$ cat config.mk
export PLATFORM = sky130hd
export DESIGN_NAME = ilist_cell
export DESIGN_NICKNAME = d
export VERILOG_FILES = /design/src/hdl/ilist_pkg.sv /design/src/hdl/ilist_cell.sv
export SDC_FILE = /design/constraint.sdc
export NUM_CORES = 1
export LEC_CHECK = 0
export BUFFER_PORTS_ARGS = -buffer_cell sky130_fd_sc_hd__clkbuf_2
export CAP_MARGIN = 0
export CORE_MARGIN = 4
export CORE_UTILIZATION = 42
export DETAILED_ROUTE_END_ITERATION = 7
export PLACE_DENSITY = 0.81
export SLEW_MARGIN = 20
export SYNTH_ARGS = -nofsm -noshare
export SYNTH_HDL_FRONTEND = slang
export SYNTH_SLANG_ARGS = --single-unit
$ cat constraint.sdc
create_clock -name clk -period 2.54 [get_ports clk]
set_input_delay 0.127 -clock clk [delete_from_list [all_inputs] [get_ports clk]]
set_output_delay 0.127 -clock clk [all_outputs]
set_load 0.02 [all_outputs]
$ cat src/hdl/ilist_pkg.sv
// Shared types and codes for the indexed list: request and result layouts, codes, cell commands.
`default_nettype none

package ilist_pkg;

	// Operation codes carried in the request.
	localparam logic [2:0] OP_APPEND = 3'd0;
	localparam logic [2:0] OP_INSERT = 3'd1;
	localparam logic [2:0] OP_SET    = 3'd2;
	localparam logic [2:0] OP_GET    = 3'd3;
	localparam logic [2:0] OP_REMOVE = 3'd4;

	// Status codes returned with every result.
	localparam logic [1:0] STATUS_OK    = 2'd0;
	localparam logic [1:0] STATUS_INDEX = 2'd1;
	localparam logic [1:0] STATUS_FULL  = 2'd2;
	localparam logic [1:0] STATUS_EMPTY = 2'd3;

	// Width of the external data fields.
	localparam int unsigned PORT_DATA_W = 32;

	typedef struct packed {
		logic [2:0]  operation;
		logic [5:0]  position;
		logic [31:0] element_in;
	} list_req_t;

	typedef struct packed {
		logic [1:0]  status;
		logic [31:0] element_out;
		logic [6:0]  entry_total;
	} list_rsp_t;

	// Command broadcast to every cell of the chain.
	typedef enum logic [1:0] {
		CELL_HOLD,
		CELL_WRITE,
		CELL_SHIFT_UP,
		CELL_SHIFT_DOWN
	} cell_op_t;

	typedef enum logic [1:0] {
		LS_IDLE,
		LS_EXEC,
		LS_GATHER,
		LS_RESP
	} list_state_t;

endpackage

`default_nettype wire

$ cat src/hdl/ilist_cell.sv
// One storage cell of the list chain: holds one entry and trades it with its neighbors.
`default_nettype none

module ilist_cell
	import ilist_pkg::*;
#(
	parameter int unsigned DATA_WIDTH = 32,
	parameter int unsigned CNT_W      = 7,
	parameter int unsigned INDEX      = 0
) (
	input  wire logic                  clk,
	input  wire cell_op_t              op,
	input  wire logic [CNT_W-1:0]      tgt,
	input  wire logic [DATA_WIDTH-1:0] word,
	input  wire logic [DATA_WIDTH-1:0] left_data,
	input  wire logic [DATA_WIDTH-1:0] right_data,
	output logic      [DATA_WIDTH-1:0] data
);

	localparam logic [CNT_W-1:0] MY_IDX = CNT_W'(INDEX);

	logic [DATA_WIDTH-1:0] data_q;
	logic [DATA_WIDTH-1:0] data_d;
	logic                  at_tgt;
	logic                  above_tgt;

	assign at_tgt    = (tgt == MY_IDX);
	assign above_tgt = (MY_IDX > tgt);

	always_comb begin
		data_d = data_q;
		unique case (op)
			CELL_WRITE: begin
				if (at_tgt) begin
					data_d = word;
				end
			end
			CELL_SHIFT_UP: begin
				// Entries above the insert point move up by one place.
				if (at_tgt) begin
					data_d = word;
				end else if (above_tgt) begin
					data_d = left_data;
				end
			end
			CELL_SHIFT_DOWN: begin
				// The removed entry and everything above it take the next entry.
				if (at_tgt || above_tgt) begin
					data_d = right_data;
				end
			end
			default: begin
				data_d = data_q;
			end
		endcase
	end

	always_ff @(posedge clk) begin
		data_q <= data_d;
	end

	assign data = data_q;

endmodule

`default_nettype wire

After elaboration in Yosys (flattened, before gate mapping)
Cells that the tools add are included.
{"block": "op_classes", "magnitude_cmp": 1, "eq_ne": 6, "muxes": 5, "reduce_logical": 4}
{"op": "$mux W32", "n": 4}
{"op": "$pmux W32 S3", "n": 1}
{"op": "$gt A1 B7 Y1 const A", "n": 1}
{"op": "$logic_not A7 Y1", "n": 1}
{"op": "$eq A2 B2 Y1 const B", "n": 2}
{"op": "$ne A2 B2 Y1 const B", "n": 2}
{"op": "$reduce_and A4 Y1", "n": 1}
{"op": "$ne A3 B3 Y1 const B", "n": 1}
{"op": "$reduce_bool A3 Y1", "n": 1}
{"op": "$eq A2 B1 Y1 const B", "n": 1}
{"op": "$logic_or A1 B1 Y1", "n": 1}
{"block": "word_totals", "reg_bits": 32, "input_bits": 106, "out_inout_bits": 32}

Longest topological paths before layout
Gate-level depths: netlist (run 1).
{"block": "logic_depth", "depth_word": 4, "mapped_depth": 5, "depth_no_buf": 3}

Least setup slack after synthesis (run 1)
No wires, ideal clock.
{"block": "synth_path", "kind": "input port to flip-flop", "startpoint": "input port tgt[0]", "endpoint": "register data_q[0], in the netlist data[0], enable pin", "setup_time_ps": 391, "arrival_ps": 1717, "path_slack_ps": 432, "cell_stages": 5, "path_buffers": 2, "cell_sequence": "nor3_1 and2_1 buf_4 buf_4 o21a_1"}
{"block": "synth_via", "elab_chain_len": 4}
{"item": "start: declaration", "line_no": "ilist_cell.sv:13", "rtl": "input wire logic [CNT_W-1:0] tgt,"}
{"item": "$gt A1 B7 Y1 / $logic_not A7 Y1 (equally long branches)", "line_no": "ilist_cell.sv:28, ilist_cell.sv:27"}
{"item": "$logic_or A1 B1 Y1", "line_no": "ilist_cell.sv:48", "rtl": "if (at_tgt || above_tgt) begin"}
{"item": "$ne A2 B2 Y1 (no line)"}
{"item": "$reduce_and A4 Y1 (no line) *"}
{"item": "end signal: assignment", "line_no": "ilist_cell.sv:59", "rtl": "data_q <= data_d;"}
{"item": "end: declaration", "line_no": "ilist_cell.sv:22", "rtl": "logic [DATA_WIDTH-1:0] data_q;"}
Every way passes the cells marked *; elsewhere a longest branch is shown, timed or not.
A chain may end at the register's enable or synchronous reset.

Worst setup path after layout (run 1)
{"block": "layout_path", "startpoint": "input port op[1]", "endpoint": "register data_q[26], in the netlist data[26] (data pin)"}
{"block": "layout_via", "elab_chain_len": 2}
{"item": "start: declaration", "line_no": "ilist_cell.sv:12", "rtl": "input wire cell_op_t op,"}
{"item": "$eq A2 B2 Y1 / $eq A2 B1 Y1 (equally long branches)", "line_no": "ilist_cell.sv:32", "rtl": "unique case (op)"}
{"item": "$pmux W32 S3 *", "line_no": "ilist_cell.sv:32"}
{"item": "named net data_d[26]", "line_no": "ilist_cell.sv:23", "rtl": "logic [DATA_WIDTH-1:0] data_d;"}
The timed path passes the listed nets; every way through them passes the cells marked *.

==> results of run 1 <==
[cells in the final DEF (no fill, tap or decap)]
cell         n
a2111oi_0    1
a21oi_1     31
a311oi_1     1
and2_1       1
and3_1      31
buf_4        9
clkbuf_1     2
clkbuf_2   137
clkbuf_8     5
clkinv_1     1
edfxtp_1    32
inv_1        2
nand2_1     31
nand3b_1     1
nand4_1     31
nor2b_4      1
nor3_2       1
nor4_4       1
o211ai_1    31
o21a_1       1
o21ai_0      1
[path summary, 6_finish.rpt]
check | from | to | slack (ns)
worst min-delay path | word[7] | data[7]$_DFFE_PP_ | 0.18
worst max-delay path | op[1] | data[26]$_DFFE_PP_ | 1.23
[worst max-delay path: cells and delay by family]
family	cells	cell delay [ns]
buf+inv	2	0.74
simple gates	2	0.31
compound gates	1	0.20
[per-layer routing]
layer | share of wire (%) | vias to the layer above | track usage, % | routed length (µm)
met5 | 0 | - | 0 | 0
li1 | - | 1135 | - | -
met1 | 39 | 1035 | 25.6 | 2550
met3 | 9.0 | 9 | 4.36 | 594
met4 | 1.5 | 0 | 7.69 | 97
met2 | 51 | 119 | 38.3 | 3350
[cells by family after synthesis]
logic type | synth area share, %
AOI/OAI and AO/OA | 20.3
buffers and inverters | 6.38
and+or+nand+nor | 26.7
DFF | 46.6
[where the power goes]
part           leakage, nW  switching [mW]  internal (mW)  total [mW]
combinational        0.946           0.116          0.112       0.228
clock               0.0399           0.179          0.191       0.370
sequential           0.277        0.000816          0.590       0.591
[layout make-up]
class                           count  area [µm²]
Tap cell                           67        83.8
Sequential cell                    32         961
Inverter                            2        7.51
Clock inverter                      1        3.75
Timing Repair Buffer              146         753
Fill cell                         420        1860
Multi-Input combinational cell    164         981
Clock buffer                        7        76.3
[Yosys cell counts (all sizes together)]
library cell and n:
o21a 1, a21oi 31, nand3b 1, nand4 31, a2111oi 1, nor2b 1
o21ai 1, clkbuf 13, nor4 1, inv 2, edfxtp 32, buf 13
nor3 1, and3 31, a311oi 1, o211ai 31, nand2 31, and2 1
[metrics by stage]
stage                     utilization (%)  setup slack [ns]  instances  hold slack [ns]
after floorplan                         -             0.432        224            0.352
after global placement               59.0              1.04        411            0.460
after detailed placement             59.0             0.968        411            0.464
after CTS                            60.7              1.25        419            0.172
after global routing                 60.7              1.12        419            0.179
final                                60.7              1.23        419            0.180
==> reports/metrics.cfg, run 1 <==
[yosys]
syn_inst = 224
syn_nets = 330
yosysTopAreaCellShare_pct = 46.6
ys_warn_count = 0
yosysTopAreaCell = edfxtp_1
synth_area_per_cell_um2 = 9.20
synth.area.top_cells = edfxtp_1, o211ai_1, and3_1, nand4_1, a21oi_1
synth_seq_cells = 32
synth_cell_types = 19
synth-seq-area-share_pct = 46.6
netlist_area_um2 = 2060

[sta]
drv_slew = 0
finalSetupTns_ns = 0
max-slew-margin-rel_pct = 61.6
setup_viol = 0
rsz0062_at_grt = no
fmax_mhz = 766
fin_crit_sh_pct = 51.4
tightest_slew_ns = 0.576
hold_viol_final = 0
period_minus_slack_ns = 1.31

[routing]
routedWlPerCell_um = 15.7
drt_pass1_iterations = 4
drc = 0
vias = 2298
routed_wl_mm = 6.59
via_per_inst = 5.48
detail-route-antenna-nets = 0
drt-initial-drc-count = 211

[grt]
grt_max_degree = 64
gr-total-overflow = 0
grt_pass1_vias = 2224
antenna_found_initial = 0
grt_pass1_wl_mm = 10.5
track_usage_pct = 21.5

[power_and_ir_drop]
powerDensity_nw_per_um2 = 415
irDropWorstVdd_mv = 0.245
total_power_mw = 1.19
p_leak_nw = 1.26

[placed_design]
hpwl_mm = 4.77
place_area_um2 = 2790
gp_congestion = 0.782
io_buffer_count = 137

[finish]
final_net_count = 457
area_delta_synth_final_pct = 39.1
largest_reg_flops = 32
stdcell_area_um2 = 2870
n_antenna_cell = 0
drive_above_1_share_pct = 43.8

[critical_path]
cpPeakStageDelay_ns = 0.48
startpoint_type = input pin
critPathRequiredTime_ns = 2.65
critPathSlowestCell = buf_4
arrival_ns = 1.42
critPathKind = in -> reg
cp_max_fo = 63
path_cells = clkbuf_2, nor2b_4, buf_4, nand2_1, o211ai_1
endpoint_kind = register

[clock_tree]
htreeDepth = 2
cts.sinks = 32
cts.repair.resized = 0
post_cts_buffers = 0
cts_tree = built
cts_buffers = 5
cts_hold_buf = 0
cts-root-buf = clkbuf_8
clock_path_buffers = 2
clk_pin_slew_ns = 0.06

[floorplanning]
initial_utilization_pct = 43.6
core-area_um2 = 4720
placement_rows = 25
dieArea_um2 = 6090
die_y_um = 78.0
dieWidth_um = 78.0
pin_count = 138

[worst_hold_path]
hold_depth = 3
hp-class = in -> reg

[flow_run]
cap_violations = 0

[outcome]
status = completed

Note: power is estimated with default switching activity, not from simulation.
==> run 2, diff against run 1 <==
- CORE_UTILIZATION: 42 -> 38
- PLACE_DENSITY: 0.81 -> 0.77
- clock period: 2.54 -> 1.2 ns (I/O delays scaled with it)
==> run 2 against run 1 <==
Critical path type unchanged. Die area is 9.4% higher. Design area is 5.7% higher. Non-clock buffer count is 10 higher. Count of clock-buffer cells in the layout is 2 lower. Routed wire length is 4.2% higher.
==> reports/metrics.cfg, run 2 (synthesized netlist as in run 1, its figures left out) <==
[outcome]
status = completed

[clock_tree]
clk_pin_slew_ns = 0.06
post_cts_buffers = 0
cts_tree = built
cts.repair.resized = 0
cts-root-buf = clkbuf_8
cts_hold_buf = 0
cts.sinks = 32
cts_buffers = 5
clock_path_buffers = 2
htreeDepth = 2

[critical_path]
cp_max_fo = 17
critPathSlowestCell = nor4_4
endpoint_kind = register
critPathKind = in -> reg
arrival_ns = 1.06
path_cells = clkbuf_2, nor4_4, and2_1, buf_4, o211ai_1
startpoint_type = input pin
cp_top_family = simple AND/OR/NAND/NOR gates
cpPeakStageDelay_ns = 0.30
critPathRequiredTime_ns = 1.22
timing.critical_path.buf_inv = 2

[power_and_ir_drop]
p_sw_share_pct = 25.1
p_sw_uw = 638
pwr-share-clk_pct = 29.8
comb_power_share_pct = 20.9
powerDensity_nw_per_um2 = 839
p_leak_nw = 1.34
irDropWorstVdd_mv = 0.445
total_power_mw = 2.54
internal_power_mw = 1.91
pwr-share-seq_pct = 49.2

[floorplanning]
die_y_um = 81.6
dieArea_um2 = 6670
core-area_um2 = 5170
pin_count = 138
placement_rows = 26
initial_utilization_pct = 39.8
dieWidth_um = 81.6

[flow_run]
cap_violations = 0

[finish]
n_antenna_cell = 0
final_common_cell = clkbuf_2
most-common-layout-cells = clkbuf_2, edfxtp_1
area_delta_synth_final_pct = 47.1
largest_reg_flops = 32
drive_above_1_share_pct = 45.7
final_net_count = 467

[worst_hold_path]
hp-class = in -> reg

[sta]
whs_ns = 0.109
fin_crit_sh_pct = 86.8
finalSetupTns_ns = 0
fmax_mhz = 960
period_minus_slack_ns = 1.04
setup_viol = 0
hold_viol_final = 0
tightest_slew_ns = 0.396
drv_slew = 0
max-slew-margin-rel_pct = 72.9
rsz0062_at_grt = no

[grt]
grt_max_degree = 34
antenna_found_initial = 0
grt_util_met2_pct = 34.5
gr-total-overflow = 0
met1_usage_pct = 26.5
grt_pass1_wl_mm = 10.7
grt_pass1_vias = 2217
track_usage_pct = 21.0
top_usage_layer = met2
use_met3_pct = 5.15

[routing]
drt_pass1_iterations = 4
vias = 2351
detail-route-antenna-nets = 0
routedWlPerCell_um = 15.9
drc = 0
routed_wl_mm = 6.87
drt-initial-drc-count = 237
via_per_inst = 5.45

[placed_design]
hpwl_mm = 5.25
io_buffer_count = 137
gp_congestion = 0.774

run 2: cell types whose count changed in the layout (fill, tap and decap cells not counted):
| cell | change |
|---|---|
| buf_12 | +6 |
| buf_4 | +4 |
| clkbuf_1 | -2 |
| clkinv_1 | +1 |
| nor3_2 | -1 |
| nor3_4 | +1 |
| o21a_1 | -1 |
| o21a_4 | +1 |
run 2: power by group through the flow:
stage	sequential, mW	combinational, mW	clock [mW]
2_1_floorplan	1.28	0.232	0
3_3_place_gp	1.28	0.523	0
3_5_place_dp	1.28	0.531	0
4_1_cts	1.25	0.534	0.769
5_1_grt	1.25	0.588	0.827
6_report	1.25	0.533	0.759
run 2: final timing paths:
| check | from | endpoint | cells after the start | slack (ns) |
|---|---|---|---|---|
| worst max-delay path | tgt[6] | data[18]$_DFFE_PP_ | 5 | 0.16 |
| worst min-delay path | word[6] | data[6]$_DFFE_PP_ | 3 | 0.11 |
run 2: metal layers:
metal	vias up	part of all wire, %
li1	1153	-
met3	10	9.1
met1	1074	40
met4	0	1.6
met5	-	0
met2	114	49
run 2: layout make-up:
cell class / instances / area (µm²)
Inverter: 2 / 7.51
Clock inverter: 2 / 7.51
Tap cell: 70 / 87.6
Clock buffer: 5 / 68.8
Multi-Input combinational cell: 164 / 995
Sequential cell: 32 / 961
Timing Repair Buffer: 156 / 903
Fill cell: 465 / 2140
run 2: per-stage QoR:
step                      area [µm²]  instances  setup WS [ns]  util [%]
after detailed placement        2950        424         -0.134      57.1
after global routing            3030        431         0.0607      58.6
after floorplan                 2080        224         -0.268         -
after global placement          2950        424        -0.0957      57.1
final                           3030        431          0.158      58.6
after CTS                       3030        431          0.155      58.6
